### config.mk
export PLATFORM = sky130hd
export DESIGN_NAME = rk_number_to_double_core_flat
export DESIGN_NICKNAME = d
export VERILOG_FILES = /design/src/hw/rtl/rkd_pkg.sv /design/src/hw/rtl/rkd_in_if.sv /design/src/hw/rtl/rkd_out_if.sv /design/src/hw/rtl/rkd_unpack.sv /design/src/hw/rtl/rkd_div25.sv /design/src/hw/rtl/rkd_round.sv /design/src/hw/rtl/rk_number_to_double_core.sv /design/src/flat_wrapper.sv
export SDC_FILE = /design/constraint.sdc
export NUM_CORES = 2
export LEC_CHECK = 0
export BUFFER_PORTS_ARGS = -buffer_cell sky130_fd_sc_hd__buf_4
export CORE_MARGIN = 2
export CORE_UTILIZATION = 30
export DETAILED_ROUTE_END_ITERATION = 16
export GPL_TIMING_DRIVEN = 0
export HOLD_SLACK_MARGIN = 0.15
export PLACE_DENSITY = 0.41
export SLEW_MARGIN = 20
export SYNTH_ARGS = -nofsm -noshare
export SYNTH_HDL_FRONTEND = slang
export SYNTH_SLANG_ARGS = --single-unit
### constraint.sdc
create_clock -name clk -period 14.4 [get_ports clk]
set_clock_uncertainty 0.05 [all_clocks]
set_input_delay 1.44 -clock clk [delete_from_list [all_inputs] [get_ports clk]]
set_output_delay 1.44 -clock clk [all_outputs]
set_load 0.01 [all_outputs]
### src/hw/rtl/rkd_pkg.sv
// ----------------------------------------------------------------------------
// rkd_pkg
// Types and constants shared by the RK number decoder pipeline.
// ----------------------------------------------------------------------------
package rkd_pkg;

	// ceil(2^35 / 25): floor(n * RECIP25 >> 35) is exact for any 30-bit n
	localparam logic [30:0] RECIP25   = 31'd1374389535;
	localparam int          RECIP_SH  = 35;
	localparam logic [4:0]  DIV25     = 5'd25;

	// float form: exponent bias adjust for a 21-bit significand with hidden bit
	localparam logic signed [11:0] NORM_EOFS = 12'sd1043;
	localparam logic signed [11:0] SUB_E     = -12'sd1042;
	localparam logic [10:0]        EXP_ALL1  = 11'h7ff;
	localparam logic [10:0]        INT_EBASE = 11'd1052;   // bias + 29

	// floor(r * 2^32 / 25) for remainders 0..24
	localparam logic [31:0] FRAC_TAB [0:31] = '{
		32'((64'd4294967296 *  0) / 25), 32'((64'd4294967296 *  1) / 25),
		32'((64'd4294967296 *  2) / 25), 32'((64'd4294967296 *  3) / 25),
		32'((64'd4294967296 *  4) / 25), 32'((64'd4294967296 *  5) / 25),
		32'((64'd4294967296 *  6) / 25), 32'((64'd4294967296 *  7) / 25),
		32'((64'd4294967296 *  8) / 25), 32'((64'd4294967296 *  9) / 25),
		32'((64'd4294967296 * 10) / 25), 32'((64'd4294967296 * 11) / 25),
		32'((64'd4294967296 * 12) / 25), 32'((64'd4294967296 * 13) / 25),
		32'((64'd4294967296 * 14) / 25), 32'((64'd4294967296 * 15) / 25),
		32'((64'd4294967296 * 16) / 25), 32'((64'd4294967296 * 17) / 25),
		32'((64'd4294967296 * 18) / 25), 32'((64'd4294967296 * 19) / 25),
		32'((64'd4294967296 * 20) / 25), 32'((64'd4294967296 * 21) / 25),
		32'((64'd4294967296 * 22) / 25), 32'((64'd4294967296 * 23) / 25),
		32'((64'd4294967296 * 24) / 25), 32'd0, 32'd0, 32'd0,
		32'd0, 32'd0, 32'd0, 32'd0
	};

	typedef struct packed {
		logic                sign;
		logic [29:0]         n;        // normalised significand, bit 29 set
		logic signed [11:0]  e;        // value = n * 2^e
		logic                direct;   // result fully known already
		logic [63:0]         direct_bits;
		logic                was_integer;
		logic                was_scaled;
	} unp_t;

	typedef struct packed {
		logic                sign;
		logic [25:0]         q0;       // n / 25
		logic [4:0]          r;        // n % 25
		logic signed [11:0]  e;
		logic                direct;
		logic [63:0]         direct_bits;
		logic                was_integer;
		logic                was_scaled;
	} quo_t;

endpackage

### src/hw/rtl/rkd_in_if.sv
// ----------------------------------------------------------------------------
// rkd_in_if
// Input channel: one raw RK word per transaction.
// ----------------------------------------------------------------------------
interface rkd_in_if;
	logic        valid;
	logic        ready;
	logic [31:0] rk_word;

	modport source (output valid, output rk_word, input ready);
	modport sink   (input valid, input rk_word, output ready);
endinterface

### src/hw/rtl/rkd_out_if.sv
// ----------------------------------------------------------------------------
// rkd_out_if
// Output channel: decoded double and form flags per transaction.
// ----------------------------------------------------------------------------
interface rkd_out_if;
	logic        valid;
	logic        ready;
	logic [63:0] value_bits;
	logic        was_integer;
	logic        was_scaled;

	modport source (output valid, output value_bits, output was_integer,
		output was_scaled, input ready);
	modport sink   (input valid, input value_bits, input was_integer,
		input was_scaled, output ready);
endinterface

### src/hw/rtl/rkd_unpack.sv
// ----------------------------------------------------------------------------
// rkd_unpack
// Stage 1: splits the RK word, normalises the significand, handles the
// cases that need no division.
// ----------------------------------------------------------------------------
module rkd_unpack (
	input  logic          clk,
	input  logic          en,
	input  logic [31:0]   rk_word,
	output rkd_pkg::unp_t u_s1
);
	logic [31:0]        hi;
	logic               is_int;
	logic               scl;
	logic [29:0]        mag;
	logic [10:0]        expf;
	logic [29:0]        s;
	logic signed [11:0] e0;
	logic               sign;
	logic [4:0]         msb;
	logic [4:0]         shamt;
	logic               zero;
	logic               nan;
	logic               inf;
	rkd_pkg::unp_t      u;

	always_comb begin
		hi     = {rk_word[31:2], 2'b00};
		is_int = rk_word[1];
		scl    = rk_word[0];
		expf   = hi[30:20];
		mag    = rk_word[31] ? 30'(-rk_word[31:2]) : rk_word[31:2];
		if (is_int) begin
			sign = rk_word[31];
			s    = mag;
			e0   = 12'sd0;
		end else if (expf == 11'd0) begin
			sign = hi[31];
			s    = {10'd0, hi[19:0]};
			e0   = rkd_pkg::SUB_E;
		end else begin
			sign = hi[31];
			s    = {9'd0, 1'b1, hi[19:0]};
			e0   = $signed({1'b0, expf}) - rkd_pkg::NORM_EOFS;
		end

		msb = 5'd0;
		for (int i = 0; i < 30; i++) begin
			if (s[i])
				msb = 5'(i);
		end
		shamt = 5'd29 - msb;
		zero  = (s == 30'd0);
		nan   = !is_int && (expf == rkd_pkg::EXP_ALL1) && (hi[19:0] != 20'd0);
		inf   = !is_int && (expf == rkd_pkg::EXP_ALL1) && (hi[19:0] == 20'd0);

		u.sign        = sign;
		u.n           = s << shamt;
		u.e           = e0 - $signed({7'd0, shamt});
		u.was_integer = is_int;
		u.was_scaled  = scl;
		u.direct      = 1'b1;
		u.direct_bits = {hi, 32'd0};
		if (!scl) begin
			if (is_int) begin
				if (zero)
					u.direct_bits = 64'd0;
				else
					u.direct_bits = {sign, rkd_pkg::INT_EBASE - {6'd0, shamt},
						u.n[28:0], 23'd0};
			end
		end else if (nan) begin
			// quiet bit is mantissa bit 51, i.e. bit 19 of the high word
			u.direct_bits = {hi | 32'h0008_0000, 32'd0};
		end else if (inf) begin
			u.direct_bits = {hi, 32'd0};
		end else if (zero) begin
			u.direct_bits = {sign, 63'd0};
		end else begin
			u.direct = 1'b0;
		end
	end

	always_ff @(posedge clk) begin
		if (en)
			u_s1 <= u;
	end
endmodule

### src/hw/rtl/rkd_div25.sv
// ----------------------------------------------------------------------------
// rkd_div25
// Stages 2-3: quotient and remainder of the significand by 25 through a
// reciprocal multiply.
// ----------------------------------------------------------------------------
module rkd_div25 (
	input  logic          clk,
	input  logic          en2,
	input  logic          en3,
	input  rkd_pkg::unp_t u_s1,
	output rkd_pkg::quo_t q_s3
);
	logic [60:0]   prod;
	logic [25:0]   q0_s2;
	rkd_pkg::unp_t u_s2;
	logic [29:0]   rem;

	assign prod = 61'(u_s1.n) * 61'(rkd_pkg::RECIP25);

	always_ff @(posedge clk) begin
		if (en2) begin
			q0_s2 <= prod[60:rkd_pkg::RECIP_SH];
			u_s2  <= u_s1;
		end
	end

	assign rem = u_s2.n - 30'(q0_s2 * 30'(rkd_pkg::DIV25));

	always_ff @(posedge clk) begin
		if (en3) begin
			q_s3.sign        <= u_s2.sign;
			q_s3.q0          <= q0_s2;
			q_s3.r           <= rem[4:0];
			q_s3.e           <= u_s2.e;
			q_s3.direct      <= u_s2.direct;
			q_s3.direct_bits <= u_s2.direct_bits;
			q_s3.was_integer <= u_s2.was_integer;
			q_s3.was_scaled  <= u_s2.was_scaled;
		end
	end
endmodule

### src/hw/rtl/rkd_round.sv
// ----------------------------------------------------------------------------
// rkd_round
// Stages 4-5: aligns the quotient to the result exponent (with subnormal
// denormalisation), then rounds to nearest even and packs the double.
// ----------------------------------------------------------------------------
module rkd_round (
	input  logic          clk,
	input  logic          en4,
	input  logic          en5,
	input  rkd_pkg::quo_t q_s3,
	output logic [63:0]   value_bits,
	output logic          was_integer,
	output logic          was_scaled
);
	logic [57:0]        qfull;
	logic signed [12:0] be;
	logic               sub;
	logic signed [12:0] sh13;
	logic [5:0]         sh;
	logic [97:0]        wide;

	logic               sign_s4;
	logic [10:0]        exp_s4;
	logic [51:0]        man_s4;
	logic               grd_s4;
	logic               stk_s4;
	logic               direct_s4;
	logic [63:0]        dbits_s4;
	logic               int_s4;
	logic               scl_s4;
	logic [62:0]        sum;

	// value = qfull * 2^(e - 34), leading one at bit 57 or 56
	always_comb begin
		qfull = {q_s3.q0, rkd_pkg::FRAC_TAB[q_s3.r]};
		be    = 13'(q_s3.e) + (q_s3.q0[25] ? 13'sd1046 : 13'sd1045);
		sub   = (be < 13'sd1);
		sh13  = (q_s3.q0[25] ? 13'sd5 : 13'sd4) + (sub ? (13'sd1 - be) : 13'sd0);
		sh    = (sh13 > 13'sd40) ? 6'd40 : sh13[5:0];
		wide  = {qfull, 40'd0} >> sh;
	end

	always_ff @(posedge clk) begin
		if (en4) begin
			sign_s4   <= q_s3.sign;
			exp_s4    <= sub ? 11'd0 : be[10:0];
			man_s4    <= wide[91:40];
			grd_s4    <= wide[39];
			stk_s4    <= (|wide[38:0]) || (q_s3.r != 5'd0);
			direct_s4 <= q_s3.direct;
			dbits_s4  <= q_s3.direct_bits;
			int_s4    <= q_s3.was_integer;
			scl_s4    <= q_s3.was_scaled;
		end
	end

	// carry out of the mantissa moves into the exponent field
	assign sum = {exp_s4, man_s4} + 63'(grd_s4 & (stk_s4 | man_s4[0]));

	always_ff @(posedge clk) begin
		if (en5) begin
			value_bits  <= direct_s4 ? dbits_s4 : {sign_s4, sum};
			was_integer <= int_s4;
			was_scaled  <= scl_s4;
		end
	end
endmodule

### src/hw/rtl/rk_number_to_double_core.sv
// ----------------------------------------------------------------------------
// rk_number_to_double_core
// RK cell word to IEEE-754 double decoder, five-stage pipeline.
// ----------------------------------------------------------------------------
// Takes one RK word per clock and returns one double bit pattern per cycle
// while the output is not stalled. Integer-form words are sign-extended
// and converted exactly; words with bit 0 set are divided by 100 with
// round-to-nearest-even, subnormals included. The division runs as a
// reciprocal multiply by 1/25 (stage 2), a remainder fix-up (stage 3), an
// alignment shift (stage 4) and rounding (stage 5). Each stage moves on when
// the one after it is empty or moving, so output back-pressure stalls the
// pipe without losing or repeating a transaction. Scaled NaNs come out quiet.
// ----------------------------------------------------------------------------
module rk_number_to_double_core (
	input  logic      clk,
	input  logic      arst_n,
	rkd_in_if.sink    rk_in,
	rkd_out_if.source rk_out
);
	logic          vld_s1, vld_s2, vld_s3, vld_s4, vld_s5;
	logic          en1, en2, en3, en4, en5;
	rkd_pkg::unp_t u_s1;
	rkd_pkg::quo_t q_s3;

	assign en5 = !vld_s5 || rk_out.ready;
	assign en4 = !vld_s4 || en5;
	assign en3 = !vld_s3 || en4;
	assign en2 = !vld_s2 || en3;
	assign en1 = !vld_s1 || en2;

	assign rk_in.ready  = en1;
	assign rk_out.valid = vld_s5;

	always_ff @(posedge clk or negedge arst_n) begin
		if (!arst_n) begin
			vld_s1 <= 1'b0;
			vld_s2 <= 1'b0;
			vld_s3 <= 1'b0;
			vld_s4 <= 1'b0;
			vld_s5 <= 1'b0;
		end else begin
			if (en1) vld_s1 <= rk_in.valid;
			if (en2) vld_s2 <= vld_s1;
			if (en3) vld_s3 <= vld_s2;
			if (en4) vld_s4 <= vld_s3;
			if (en5) vld_s5 <= vld_s4;
		end
	end

	rkd_unpack u_unpack (
		.clk     (clk),
		.en      (en1),
		.rk_word (rk_in.rk_word),
		.u_s1    (u_s1)
	);

	rkd_div25 u_div25 (
		.clk  (clk),
		.en2  (en2),
		.en3  (en3),
		.u_s1 (u_s1),
		.q_s3 (q_s3)
	);

	rkd_round u_round (
		.clk         (clk),
		.en4         (en4),
		.en5         (en5),
		.q_s3        (q_s3),
		.value_bits  (rk_out.value_bits),
		.was_integer (rk_out.was_integer),
		.was_scaled  (rk_out.was_scaled)
	);
endmodule
### src/flat_wrapper.sv
// flat-port wrapper written by rule: the top's interface ports become plain ports
module rk_number_to_double_core_flat 
  (clk, arst_n, rk_in_valid, rk_in_rk_word, rk_in_ready, rk_out_valid, rk_out_value_bits, rk_out_was_integer, rk_out_was_scaled, rk_out_ready);
  rkd_in_if rk_in_i ();
  rkd_out_if rk_out_i ();
  input  logic clk;
  input  logic arst_n;
  input wire logic [$bits(rk_in_i.valid)-1:0] rk_in_valid;
  input wire logic [$bits(rk_in_i.rk_word)-1:0] rk_in_rk_word;
  output wire logic [$bits(rk_in_i.ready)-1:0] rk_in_ready;
  output wire logic [$bits(rk_out_i.valid)-1:0] rk_out_valid;
  output wire logic [$bits(rk_out_i.value_bits)-1:0] rk_out_value_bits;
  output wire logic [$bits(rk_out_i.was_integer)-1:0] rk_out_was_integer;
  output wire logic [$bits(rk_out_i.was_scaled)-1:0] rk_out_was_scaled;
  input wire logic [$bits(rk_out_i.ready)-1:0] rk_out_ready;
  assign rk_in_i.valid = rk_in_valid;
  assign rk_in_i.rk_word = rk_in_rk_word;
  assign rk_in_ready = rk_in_i.ready;
  assign rk_out_valid = rk_out_i.valid;
  assign rk_out_value_bits = rk_out_i.value_bits;
  assign rk_out_was_integer = rk_out_i.was_integer;
  assign rk_out_was_scaled = rk_out_i.was_scaled;
  assign rk_out_i.ready = rk_out_ready;
  rk_number_to_double_core u_core (.clk(clk), .arst_n(arst_n), .rk_in(rk_in_i), .rk_out(rk_out_i));
endmodule
==> impl_metrics.tcl <==
set metrics [dict create \
    hold_depth 0 \
    drcViolationCount 0 \
    worstPathArrival_ps 10710 \
    htree_levels 2 \
    r2r_cells 31 \
    cts_resized 0 \
    worstSetupPathType "reg -> reg" \
    fmax_mhz 95.9 \
    ys_seq_elements 444 \
    tightest_slew_ps 1140 \
    holdBufCountCts 0 \
    synth_flop_cell "edfxtp_1" \
    fin_ws_ps 3980 \
    worstReg2RegStart "u_core.u_div25.q_s3[109]$_DFFE_PP_" \
    layout.nets 4788 \
    grt_pass1_wl_mm 201 \
    num_rows 133 \
    route.top_layer_used "met5" \
    grt_overflow 0 \
    cts_made_buffers 49 \
    dieArea_mm2 0.136 \
    outcome "finished, final reports clean" \
    netlist_area_mm2 0.0398 \
    wl_met3_mm 5.41 \
    netlist_instances 3882 \
    clock_sinks 444 \
    synth_nets 4632 \
    holdWs_ps 324 \
    dr.pass1.iters 8 \
    r2r_end "u_core.u_round.stk_s4$_DFFE_PP_" \
    start_util_pct 30.3 \
    startpoint_type "flop" \
    critPathCaptureType "flop" \
    wl_met2_mm 63.5 \
    synth_edf_count 439 \
    grt_max_degree 54 \
    cpPeakStageDelay_ps 790 \
    first_global_vias 30100 \
    drv_slew 0 \
    drt_iter0_drc 2500 \
    die-width_um 368 \
    pin_count 104 \
    cp_slowest_cell "a311oi_1" \
    hold_viol_final 0 \
    die_y_um 368 \
    dp_slack_ps 4160 \
    fin_crit_ps 10420 \
    area_growth_pct 12.2 \
    final_cell_mix "inv_1 (554), edfxtp_1 (439), ha_1 (380), fa_1 (334), nor2_1 (288)" \
    cpMostUsedCell "buf_4" \
    worstHoldStart "u_core.u_div25.q_s3[63]$_DFFE_PP_" \
    hold_end "u_core.u_round.dbits_s4[61]$_DFFE_PP_" \
    cts_tree "done" \
    ff2ff_setup_slack_ps 3980 \
    worstSkewPairLatency_ps 620 \
    wl_per_cell_um 23.0 \
    hpwl_mm 111 \
    wl_mm 134 \
    maxCapViolations 0 \
    ant_nets 0 \
    relSlewSlack_pct 23.6 \
    cts_setup_buffers 0 \
    path_clk_slew_ps 60 \
    finalSetupTns_ps 0 \
    cts_buffer_depth 3 \
    cp_max_fo 10 \
    post-route-period-util_pct 72.4 \
    setup_viol 0 \
    cts-root-buf "clkbuf_16" \
    yosysWarnings 0 \
    track_usage_pct 19.6 \
    worst_ep_required_time_ps 14690 \
    seq_area_frac_synth_pct 33.4 \
    antenna_found_initial 6 \
    wl_met1_mm 61.5 \
    core_area_mm2 0.132 \
    io_buffer_count 90 \
    drive_gt1_share_pct 7.41 \
    num_vias 29700 \
    holdCritPathClass "reg -> reg" \
    synth_area_per_cell_um2 10.3 \
    async_reset_ff_share_pct 1.13 \
    place.gp.congestion 0.944 \
    yosysUniqueCellTypes 110 \
    rsz0062_at_grt "false" \
    routed_via_density 5.09 \
    final_common_cell "inv_1" \
]
==> per-layer routing <==
| metal | track usage [%] | up-vias |
|---|---|---|
| met5 | 0 | - |
| met4 | 5.27 | 2 |
| met3 | 1.69 | 194 |
| met2 | 32.5 | 786 |
| met1 | 27.4 | 14800 |
| li1 | - | 13900 |
==> registers in the layout (all words and copies together) (netlist names), 11 cells and up <==
name / count
u_core.u_div25.q_s3: 88
u_core.u_round.man_s4: 52
u_core.u_unpack.u_s1: 87
u_core.u_div25.q0_s2: 26
u_core.u_round.exp_s4: 11
u_core.u_div25.u_s2: 62
u_core.u_round.value_bits: 64
u_core.u_round.dbits_s4: 41
==> stage by stage <==
stage / std cells / utilization [%] / cell area [um^2]
2_1_floorplan: 3882 / - / 39800
3_3_place_gp: 5727 / 32.4 / 42700
3_5_place_dp: 5742 / 32.7 / 43000
4_1_cts: 5831 / 34.0 / 44700
5_1_grt: 5831 / 34.0 / 44700
6_report: 5832 / 34.0 / 44700
==> worst max-delay path: cells and delay by family (launching register included) <==
kind                       cells  cell delay, ps
DFF                            1             660
adders and majority gates      3            1260
AOI/OAI and AO/OA             11            3890
muxes                          2             680
buffers and inverters          6            1740
and+or+nand+nor                9            1850
==> synthesized netlist by cell type, drive strengths merged, types with 35 or more instances <==
master	instances	share of area, %
inv	556	5.2
edfxtp	439	33
ha	380	12
fa	334	17
nor2	289	2.7
nand2	280	2.6
a21oi	181	2.3
o21ai	173	2.2
clkbuf	113	1.1
nand3	96	1.2
mux2i	93	2.3
xor2	79	1.7
xnor2	71	1.6
nor3	65	0.86
buf	52	0.65
o22ai	42	0.66
o211ai	37	0.71
and3	35	0.55
==> cell families after synthesis <==
logic type / Yosys count / synth area share [%]
adder cells (fa/ha/maj): 716 / 28.8
XOR/XNOR: 150 / 3.30
multiplexers: 131 / 3.61
flip-flops: 444 / 33.4
AND/OR/NAND/NOR: 971 / 11.4
AO/OA/AOI/OAI: 746 / 12.5
buffers and inverters: 724 / 6.98
==> worst max path at each step <==
| stage | from | end | slack, ps | depth (start not counted) |
|---|---|---|---|---|
| CTS | u_core.u_div25.q_s3[109]$_DFFE_PP_ | u_core.u_round.stk_s4$_DFFE_PP_ | 4150 | 32 |
| global route | u_core.u_div25.q_s3[109]$_DFFE_PP_ | u_core.u_round.stk_s4$_DFFE_PP_ | 3690 | 31 |
| floorplan | u_core.u_unpack.u_s1[82]$_DFFE_PP_ | u_core.u_div25.q0_s2[25]$_DFFE_PP_ | 6110 | 28 |
| finish | u_core.u_div25.q_s3[109]$_DFFE_PP_ | u_core.u_round.stk_s4$_DFFE_PP_ | 3980 | 31 |
| global placement | rk_out_ready | rk_in_ready | 2930 | 6 |
| detailed placement | u_core.u_div25.q_s3[109]$_DFFE_PP_ | u_core.u_round.stk_s4$_DFFE_PP_ | 4160 | 32 |
==> area by class of cell <==
cell class,instances,area (um^2)
buffer,165,683
sequential,444,13300
clock inverter,28,379
fill,13500,86900
clock buffer,61,1310
inverter,559,2100
timing repair buffer,105,935
multi-input combinational,2714,23800
antenna,1,2.50
tap,1755,2200
Power is left out: the tool's default activity adds up to more than one toggle a clock period on the data nets, which glitch-free logic cannot reach.
